$ cat src/rtl/lcg_pkg.sv
// ----------------------------------------------------------------------------
// lcg_pkg
// Shared types and constants of the 64-bit linear congruential generator.
// ----------------------------------------------------------------------------
package lcg_pkg;

	localparam int WORD_W = 64;
	localparam int HALF_W = 32;
	localparam int SPAN_W = 33;
	localparam int STEP_W = 6;

	localparam logic [WORD_W-1:0] LCG_MULT = 64'd6364136223846793005;
	localparam logic [WORD_W-1:0] LCG_INC  = 64'd1442695040888963407;

	typedef enum logic [2:0] {
		OP_NEXT_WORD = 3'd0,
		OP_NEXT_BYTE = 3'd1,
		OP_NEXT_INT  = 3'd2,
		OP_LOAD_SEED = 3'd3,
		OP_XOR_SEED  = 3'd4
	} op_t;

	typedef enum logic [1:0] {
		ST_IDLE,
		ST_MUL,
		ST_DIV,
		ST_DONE
	} state_t;

	typedef struct packed {
		logic              start;
		logic [WORD_W-1:0] dividend;
		logic [SPAN_W-1:0] divisor;
	} rem_req_t;

	typedef struct packed {
		logic              done;
		logic [HALF_W-1:0] remainder;
	} rem_rsp_t;

endpackage

$ cat src/rtl/lcg64_random_generator_top.sv
// ----------------------------------------------------------------------------
// lcg64_random_generator_top
// 64-bit linear congruential generator: seed = seed * A + C mod 2^64, with
// word, byte and ranged-integer views of every advanced seed.
//
//   channel | dir | payload                                   | transfer
//   s_*     | in  | tuser: operation; tdata: operand, min, max | tvalid & tready
//   m_*     | out | tdata: word, byte, ranged value            | tvalid & tready
//
// Load and xor update the seed when accepted. An advance forms three 32x32
// partial products through one multiplier, then runs the remainder unit
// (one bit a cycle), then forms the result; the remainder unit is skipped
// when the range is empty. s_tready is low while an advance is in flight.
// A result waits in the output register until m_tready; a new item may be
// accepted meanwhile. Reset clears the seed to zero.
// ----------------------------------------------------------------------------
module lcg64_random_generator_top
	import lcg_pkg::*;
(
	input  logic         clk,
	input  logic         arst_n,
	input  logic         s_tvalid,
	output logic         s_tready,
	input  logic [2:0]   s_tuser,  // [2:0] operation
	input  logic [127:0] s_tdata,  // [63:0] operand, [95:64] min_value, [127:96] max_value
	output logic         m_tvalid,
	input  logic         m_tready,
	output logic [103:0] m_tdata   // [63:0] random_word, [71:64] random_byte,
	                               // [103:72] ranged_value
);

	state_t state_q;
	state_t state_d;

	logic [WORD_W-1:0] seed_q;
	logic [WORD_W-1:0] acc_q;
	logic [WORD_W-1:0] acc_d;
	logic [WORD_W-1:0] prod_q;
	logic [1:0]        cnt_q;
	logic [1:0]        part_q;
	logic [HALF_W-1:0] lo_q;
	logic [SPAN_W-1:0] span_q;
	logic              empty_q;

	logic              out_valid_q;
	logic [WORD_W-1:0] word_q;
	logic [7:0]        byte_q;
	logic [HALF_W-1:0] ranged_q;

	logic              accept;
	logic              advance;
	logic              mul_last;
	logic              out_free;
	logic [HALF_W-1:0] mul_a;
	logic [HALF_W-1:0] mul_b;
	logic [SPAN_W:0]   diff;

	op_t               op;
	logic signed [HALF_W-1:0] min_in;
	logic signed [HALF_W-1:0] max_in;

	rem_req_t rem_req;
	rem_rsp_t rem_rsp;

	assign op      = op_t'(s_tuser);
	assign min_in  = s_tdata[95:64];
	assign max_in  = s_tdata[127:96];
	assign accept  = s_tvalid && s_tready;
	assign advance = op inside {OP_NEXT_WORD, OP_NEXT_BYTE, OP_NEXT_INT};
	assign diff    = {{2{max_in[HALF_W-1]}}, max_in} - {{2{min_in[HALF_W-1]}}, min_in}
	                 + {{SPAN_W{1'b0}}, 1'b1};
	assign mul_last = (cnt_q == 2'd3);
	assign out_free = !out_valid_q || m_tready;

	always_comb begin
		mul_a = seed_q[HALF_W-1:0];
		mul_b = LCG_MULT[HALF_W-1:0];
		case (cnt_q)
			2'd1:    mul_a = seed_q[WORD_W-1:HALF_W];
			2'd2:    mul_b = LCG_MULT[WORD_W-1:HALF_W];
			default: ;
		endcase
	end

	always_comb begin
		if (part_q == 2'd0) begin
			acc_d = acc_q + prod_q;
		end else begin
			acc_d = acc_q + {prod_q[HALF_W-1:0], {HALF_W{1'b0}}};
		end
	end

	always_comb begin
		state_d = state_q;
		case (state_q)
			ST_IDLE: if (accept && advance) state_d = ST_MUL;
			ST_MUL:  if (mul_last) state_d = empty_q ? ST_DONE : ST_DIV;
			ST_DIV:  if (rem_rsp.done) state_d = ST_DONE;
			ST_DONE: if (out_free) state_d = ST_IDLE;
			default: state_d = ST_IDLE;
		endcase
	end

	always_comb begin
		s_tready         = 1'b0;
		rem_req.start    = 1'b0;
		rem_req.dividend = acc_d;
		rem_req.divisor  = span_q;
		case (state_q)
			ST_IDLE: s_tready = 1'b1;
			ST_MUL:  rem_req.start = mul_last && !empty_q;
			default: ;
		endcase
	end

	always_ff @(posedge clk or negedge arst_n) begin
		if (!arst_n) begin
			state_q     <= ST_IDLE;
			seed_q      <= '0;
			cnt_q       <= '0;
			out_valid_q <= 1'b0;
		end else begin
			state_q <= state_d;
			if (accept) begin
				case (op)
					OP_LOAD_SEED: seed_q <= s_tdata[WORD_W-1:0];
					OP_XOR_SEED:  seed_q <= seed_q ^ s_tdata[WORD_W-1:0];
					default:      ;
				endcase
			end
			if (state_q == ST_MUL) begin
				cnt_q <= cnt_q + 1'b1;
				if (mul_last) begin
					seed_q <= acc_d;
				end
			end else begin
				cnt_q <= '0;
			end
			if (state_q == ST_DONE && out_free) begin
				out_valid_q <= 1'b1;
			end else if (m_tready) begin
				out_valid_q <= 1'b0;
			end
		end
	end

	always_ff @(posedge clk) begin
		if (accept && advance) begin
			acc_q   <= LCG_INC;
			lo_q    <= min_in;
			span_q  <= diff[SPAN_W-1:0];
			empty_q <= (max_in <= min_in);
		end
		if (state_q == ST_MUL) begin
			prod_q <= mul_a * mul_b;
			part_q <= cnt_q;
			if (cnt_q != 2'd0) begin
				acc_q <= acc_d;
			end
		end
		if (state_q == ST_DONE && out_free) begin
			word_q   <= seed_q;
			byte_q   <= seed_q[10:3];
			ranged_q <= empty_q ? lo_q : lo_q + rem_rsp.remainder;
		end
	end

	lcg_rem u_rem (
		.clk    (clk),
		.arst_n (arst_n),
		.req    (rem_req),
		.rsp    (rem_rsp)
	);

	assign m_tvalid = out_valid_q;
	assign m_tdata  = {ranged_q, byte_q, word_q};

	a_load_seed: assert property (@(posedge clk) disable iff (!arst_n)
		(accept && s_tuser == OP_LOAD_SEED) |=> (seed_q == $past(s_tdata[WORD_W-1:0])))
		else $error("seed load lost");

	a_advance_busy: assert property (@(posedge clk) disable iff (!arst_n)
		(accept && (s_tuser == OP_NEXT_WORD || s_tuser == OP_NEXT_BYTE ||
		 s_tuser == OP_NEXT_INT)) |=> !s_tready)
		else $error("ready during advance");

	a_done_in_div: assert property (@(posedge clk) disable iff (!arst_n)
		rem_rsp.done |-> (state_q == ST_DIV))
		else $error("remainder finished outside division");

	a_empty_no_div: assert property (@(posedge clk) disable iff (!arst_n)
		(state_q == ST_DIV) |-> !empty_q)
		else $error("division started for empty range");

endmodule

$ cat src/rtl/lcg_rem.sv
// ----------------------------------------------------------------------------
// lcg_rem
// Restoring remainder unit: 64-bit dividend by 33-bit divisor, one quotient
// bit per cycle through one shared compare and subtract.
// ----------------------------------------------------------------------------
module lcg_rem
	import lcg_pkg::*;
(
	input  logic     clk,
	input  logic     arst_n,
	input  rem_req_t req,
	output rem_rsp_t rsp
);

	logic              busy_q;
	logic              done_q;
	logic [STEP_W-1:0] step_q;
	logic [WORD_W-1:0] dividend_q;
	logic [SPAN_W-1:0] divisor_q;
	logic [SPAN_W-1:0] rem_q;

	logic [SPAN_W:0] shifted;
	logic [SPAN_W:0] trial;

	assign shifted = {rem_q, dividend_q[WORD_W-1]};
	assign trial   = shifted - {1'b0, divisor_q};

	always_ff @(posedge clk or negedge arst_n) begin
		if (!arst_n) begin
			busy_q <= 1'b0;
			done_q <= 1'b0;
			step_q <= '0;
		end else begin
			done_q <= 1'b0;
			if (req.start) begin
				busy_q <= 1'b1;
				step_q <= '0;
			end else if (busy_q) begin
				step_q <= step_q + 1'b1;
				if (&step_q) begin
					busy_q <= 1'b0;
					done_q <= 1'b1;
				end
			end
		end
	end

	always_ff @(posedge clk) begin
		if (req.start) begin
			dividend_q <= req.dividend;
			divisor_q  <= req.divisor;
			rem_q      <= '0;
		end else if (busy_q) begin
			dividend_q <= {dividend_q[WORD_W-2:0], 1'b0};
			if (trial[SPAN_W]) begin
				rem_q <= shifted[SPAN_W-1:0];
			end else begin
				rem_q <= trial[SPAN_W-1:0];
			end
		end
	end

	assign rsp.done      = done_q;
	assign rsp.remainder = rem_q[HALF_W-1:0];

	a_rem_below_divisor: assert property (@(posedge clk) disable iff (!arst_n)
		done_q |-> (rem_q < divisor_q))
		else $error("remainder not below divisor");

	a_busy_no_done: assert property (@(posedge clk) disable iff (!arst_n)
		busy_q |-> !done_q)
		else $error("done raised while busy");

	a_start_then_busy: assert property (@(posedge clk) disable iff (!arst_n)
		req.start |=> busy_q)
		else $error("start did not begin a division");

endmodule
$ cat config.mk
export PLATFORM = sky130hd
export DESIGN_NAME = lcg64_random_generator_top
export DESIGN_NICKNAME = d
export VERILOG_FILES = /design/src/rtl/lcg_pkg.sv /design/src/rtl/lcg64_random_generator_top.sv /design/src/rtl/lcg_rem.sv
export SDC_FILE = /design/constraint.sdc
export NUM_CORES = 2
export LEC_CHECK = 0
export BUFFER_PORTS_ARGS = -buffer_cell sky130_fd_sc_hd__buf_4
export CAP_MARGIN = 10
export CORE_ASPECT_RATIO = 1.2
export CORE_MARGIN = 5
export CORE_UTILIZATION = 50
export DETAILED_ROUTE_END_ITERATION = 8
export HOLD_SLACK_MARGIN = 0.15
export PLACE_DENSITY = 0.67
export SKIP_CTS_REPAIR_TIMING = 1
export SYNTH_ARGS = -nofsm -noshare
export SYNTH_HDL_FRONTEND = slang
export SYNTH_SLANG_ARGS = --single-unit
$ cat constraint.sdc
create_clock -name clk -period 19.6 [get_ports clk]
set_clock_uncertainty 0.2 [all_clocks]
set_input_delay 3.92 -clock clk [delete_from_list [all_inputs] [get_ports clk]]
set_output_delay 3.92 -clock clk [all_outputs]
set_load 0.1 [all_outputs]
Word level (Yosys, flattened, before mapping)
Cells that the tools add are included.
{"block": "word_totals", "ff_bits": 507, "input_bits": 135}
{"block": "classes", "addsub": 8, "multipliers": 1, "magnitude_cmp": 1, "eq_ne": 14, "mux": 33, "bitwise": 1, "reduce_logical": 16}
{"cell": "2-to-1 mux 64 bit", "count": 9}
{"cell": "adder 64 bit", "count": 2}
{"cell": "case mux 64 bit (2 select lines)", "count": 1}
{"cell": "multiplier 32 x 32 -> 64 bit", "count": 1}
{"cell": "2-to-1 mux 32 bit", "count": 2}
{"cell": "bitwise XOR 64 bit", "count": 1}
{"cell": "subtractor 34 x 33 -> 34 bit", "count": 1}
{"cell": "adder 33 x 2 -> 33 bit (second input constant)", "count": 1}
{"cell": "2-to-1 mux 33 bit", "count": 1}
{"cell": "subtractor 32 x 32 -> 33 bit", "count": 1}
{"cell": "adder 32 bit", "count": 1}
{"cell": "<= comparator 32 bit", "count": 1}
{"cell": "2-to-1 mux 29 bit", "count": 1}
{"cell": "2-to-1 mux 6 bit", "count": 2}
{"cell": "2-to-1 mux 1 bit", "count": 11}
{"cell": "2-to-1 mux 2 bit", "count": 5}
{"cell": "equality test 2 bit (second input constant)", "count": 4}
{"cell": "case mux 2 bit (4 select lines)", "count": 1}
{"cell": "adder 6 x 1 -> 6 bit (second input constant)", "count": 1}
{"cell": "equality test 3 x 2 -> 1 bit (second input constant)", "count": 2}
{"cell": "inequality test 2 bit (second input constant)", "count": 3}
{"cell": "AND reduction 6 bit", "count": 1}
{"cell": "nonzero test 2 bit", "count": 3}
{"cell": "equality test 2 x 1 -> 1 bit (second input constant)", "count": 2}
{"cell": "11 further kinds", "count": 16}

Depth between registers and ports, before layout
{"block": "depth", "word_depth": 7, "depth_mapped": 37, "ltp_nobuf": 35}

Hierarchy
Synthesis repeated with hierarchy kept, for this count alone.
{"block": "unflattened", "cells_unflattened": 5608, "area_unflattened_um2": 54083.1}
{"mod": "lcg64_random_generator_top", "n_inst": 1, "cells_per_inst": 4909, "area_each_um2": 46311.9}
{"mod": "lcg_rem", "n_inst": 1, "cells_per_inst": 699, "area_each_um2": 7771.2}

Worst setup path before layout
Ideal clock, no wire load.
{"block": "synth_path", "kind": "flip-flop to flip-flop", "startpoint": "register cnt_q[1]", "endpoint": "register prod_q[62], data pin", "setup_time_ps": 258, "t_arrival_ps": 9381, "required_ps": 19142, "slack_ps": 9761, "path_stages_with_launch": 35, "path_buffers": 4, "path_cell_list": "dfrtp_1 inv_1 ha_1 clkbuf_1 buf_1 clkbuf_1 buf_1 mux2i_1 nor2_1 ha_1 fa_1 inv_1 fa_1 inv_1 fa_1 inv_1 fa_1 inv_1 fa_1 fa_1 inv_1 fa_1 inv_1 ha_1 a21o_1 a21o_1 a21o_1 a221oi_1 o221ai_1 a21oi_1 o31a_1 o21ai_1 a221o_1 a21oi_1 xnor2_1"}
{"block": "synth_via", "elab_chain_len": 3}
{"item": "start: declaration", "line_no": "lcg64_random_generator_top.sv:39", "source": "logic [1:0] cnt_q;"}
{"item": "start signal: assignment", "line_no": "lcg64_random_generator_top.sv:132", "source": "cnt_q <= cnt_q + 1'b1;"}
{"item": "equality test 2 x 1 -> 1 bit or equality test 2 bit (tied branches)", "line_no": "lcg64_random_generator_top.sv:78", "source": "case (cnt_q)"}
{"item": "2-to-1 mux 32 bit or 2-to-1 mux 29 bit (tied branches)", "line_no": "lcg64_random_generator_top.sv:78"}
{"item": "multiplier 32 x 32 -> 64 bit (*)", "line_no": "lcg64_random_generator_top.sv:155", "source": "prod_q <= mul_a * mul_b;"}
{"item": "end signal: assignment", "line_no": "lcg64_random_generator_top.sv:155"}
{"item": "end: declaration", "line_no": "lcg64_random_generator_top.sv:38", "source": "logic [WORD_W-1:0] prod_q;"}
Every way passes the cells marked *; elsewhere a longest branch is shown, timed or not.
A chain may end at the register's enable or synchronous reset.

Final worst setup path
Ends and elaborated chain as after synthesis.

==> impl_summary.txt <==
----------------------------------------------------
[Status]
  Status ... finished clean

[Synthesis]
  Share of the synthesized area in the top cell type ... 20.86%
  Yosys warnings ... 0
  Part of the Yosys area used for sequential elements ... 25.63%
  Async SR Flop Fraction ... 15.43%
  Main synth FF type ... sky130_fd_sc_hd__edfxtp_1
  Mean instance size in the synthesized netlist ... 9.464 sq um
  Distinct cell type count of the synthesized netlist ... 89
  Post-Syn Area ... 0.05317 sq mm
  Count of mapped cells out of synthesis ... 5618
  Post-synth EDFFs ... 325
  Top post-synthesis cells by area ... sky130_fd_sc_hd__fa_1 21%, sky130_fd_sc_hd__edfxtp_1 18%, sky130_fd_sc_hd__ha_1 15%
  Cell taking the most area after synthesis ... sky130_fd_sc_hd__fa_1
  Number of synthesized register bits ... 499

[Placement]
  Final Wtd Congestion ... 0.9820
  DP Wirelength ... 139.5 mm
  Count of input and output buffers ... 240

[Finish]
  Area grow syn2layout ... 9.481%
  Most common library cell in the layout ignoring fill and taps ... sky130_fd_sc_hd__inv_1
  Fraction of final layout cells sized beyond drive strength 1 ... 7.410%
  Count of fill cells added during filler insertion ... 9610
  Footprint of the multi-input gates ... 0.03551 sq mm
  Highest-count cells in the layout ignoring fill and taps ... 911 x sky130_fd_sc_hd__inv_1, 653 x sky130_fd_sc_hd__ha_1, 554 x sky130_fd_sc_hd__fa_1
  Nets ... 7132
  Sequential cell area ... 0.01363 sq mm

[Timing]
  Final min period ... 10.68 ns
  Achievable Freq ... 0.09361 GHz
  Measured slew at the worst slew-check pin ... 1.083 ns
  Unrepaired setup endpoints after global routing ... no
  Final max-slew violation count ... 0
  Count of endpoints failing setup in the final report ... 0
  Relative max-transition margin ... 27.81%
  Number of failing hold endpoints at the final stage ... 0
  Post-Route Setup TNS ... 0 ns
  Final worst-path cycle share ... 54.50%

[CTS]
  Maximum count of clock buffers along a single path ... 3
  Clk pin slew, worst setup/hold paths ... 0.07 ns
  Total clock buffers created by CTS ... 51
  Sinks on the clock net ... 499
  CTS root buf ... sky130_fd_sc_hd__clkbuf_16
  Clock latency on the worst-skew pair ... 0.63 ns
  Clock tree from TritonCTS ... done
  H-tree levels ... 2

[Critical path]
  Number of buffer and inverter stages on the critical path ... 9
  Worst-case reg-to-reg path depth ... 31
  Worst Path Arrival ... 10.86 ns
  Data required time of the critical path ... 19.78 ns
  Logic depth of the worst setup path including buffers ... 31
  Delay of the slowest cell on the worst path ... 0.89 ns
  Slowest stage cell on the critical path ... sky130_fd_sc_hd__clkinv_1
  Crit path max-delay family ... adder cells
  Startpoint type of the worst setup path ... flop
  Cell occurring most often along the worst timing path ... sky130_fd_sc_hd__fa_1
  Capturing element type of the critical path ... flop
  Crit-path max FO ... 32
  Worst setup path category ... reg -> reg

[Route]
  DRC Markers ... 0
  Average vias per placed instance ... 5.739
  Number of detailed-routing iterations run before antenna repair ... 6
  Antenna viol nets, final ... 0
  Via Count ... 41.48k
  Routed Wire Length ... 170.1 mm
  Routed wire per std cell ... 23.53 um
  1st-iter DRT viols ... 3298

[Die]
  Num ports ... 241
  Placeable Area ... 0.1060 sq mm
  Die ar. ... 0.1130 sq mm
  Number of core rows ... 131
  Width of the die ... 307.7 um
  Starting Density ... 50.14%
  Overall die height ... 367.2 um

[Global routing]
  Initial antenna violation count ... 2
  Wire length of the first global-routing pass ... 254.4 mm
  Global router's overall resource usage ... 29.50%
  Vias in the first global route ... 42.34k
  Overall overflow remaining after global route ... 0
  Maximum number of pins on one net before global-route repair ... 90

[Worst hold path]
  Instance count along the most critical hold path ... 0
  Hold/Removal Path Class ... reg -> reg

[Run]
  Max Cap Viol ... 0

----------------------------------------------------
metal layers:
layer | vias to the layer above | share of wire, % | GRT usage [%]
met3 | 347 | 5.6 | 3.258
met1 | 20369 | 38 | 35.26
met4 | 0 | 6.9 | 15.90
met5 | - | 0 | 0
met2 | 1444 | 50 | 52.00
li1 | 19322 | - | -
through the flow:
step	util, %	cells	setup slack [ns]	area (sq um)	hold slack [ns]
after global routing	54.89	7228	8.442	58210	0.2240
after detailed placement	53.20	7130	9.048	56420	0.2056
final	54.89	7228	8.918	58210	0.2205
after floorplan	-	5647	9.761	53280	0.2003
after global placement	53.20	7130	9.202	56420	0.2002
after CTS	54.89	7226	9.027	58200	0.2206
cells in the mapped netlist (all sizes together) (97+ instances only):
cell      n
inv     914
ha      656
fa      554
a21oi   454
nand2   453
o21ai   432
edfxtp  325
nor2    297
clkbuf  155
xnor2   139
a21o    126
dfxtp    97
xor2     97
sequential cells by signal (all words and copies together) (netlist names), 2 cells and up:
signal / flops
word_q: 64
seed_q: 64
span_q: 33
part_q: 2
u_rem.rem_q: 33
ranged_q: 32
u_rem.dividend_q: 64
acc_q: 64
lo_q: 32
u_rem.step_q: 6
prod_q: 64
cnt_q: 2
state_q: 2
u_rem.divisor_q: 33
area by class of cell:
type	instances	area share (%)
clock inverters	34	0.6663
repair buffers	278	3.585
flip-flops and latches	499	23.41
inverters	918	5.924
well taps	1396	3.001
multi-input cells	4039	61.00
clock buffers	62	2.405
diodes	2	0.008598
kinds of logic after synthesis:
logic type               synth area share [%]
AO/OA/AOI/OAI                           15.05
AND/OR/NAND/NOR                         9.674
other                                 0.01412
multiplexers                            1.494
XOR/XNOR                                3.888
adder cells (fa/ha/maj)                 36.30
flip-flops                              25.63
buffers and inverters                   7.954
final timing paths:
check / from / to / slack (ns)
max in group asynchronous: arst_n / u_rem.busy_q / 14.97
setup reg to reg: cnt_q[1] / prod_q[62] / 8.92
hold / removal: span_q[28] / u_rem.divisor_q[28] / 0.22
setup / recovery: cnt_q[1] / prod_q[62] / 8.92
hold reg to reg: span_q[28] / u_rem.divisor_q[28] / 0.22
min in group asynchronous: arst_n / seed_q[3] / 3.10
Power is not shown: default switching activity piles up to over one toggle a cycle in this logic, so the estimate is an artifact.
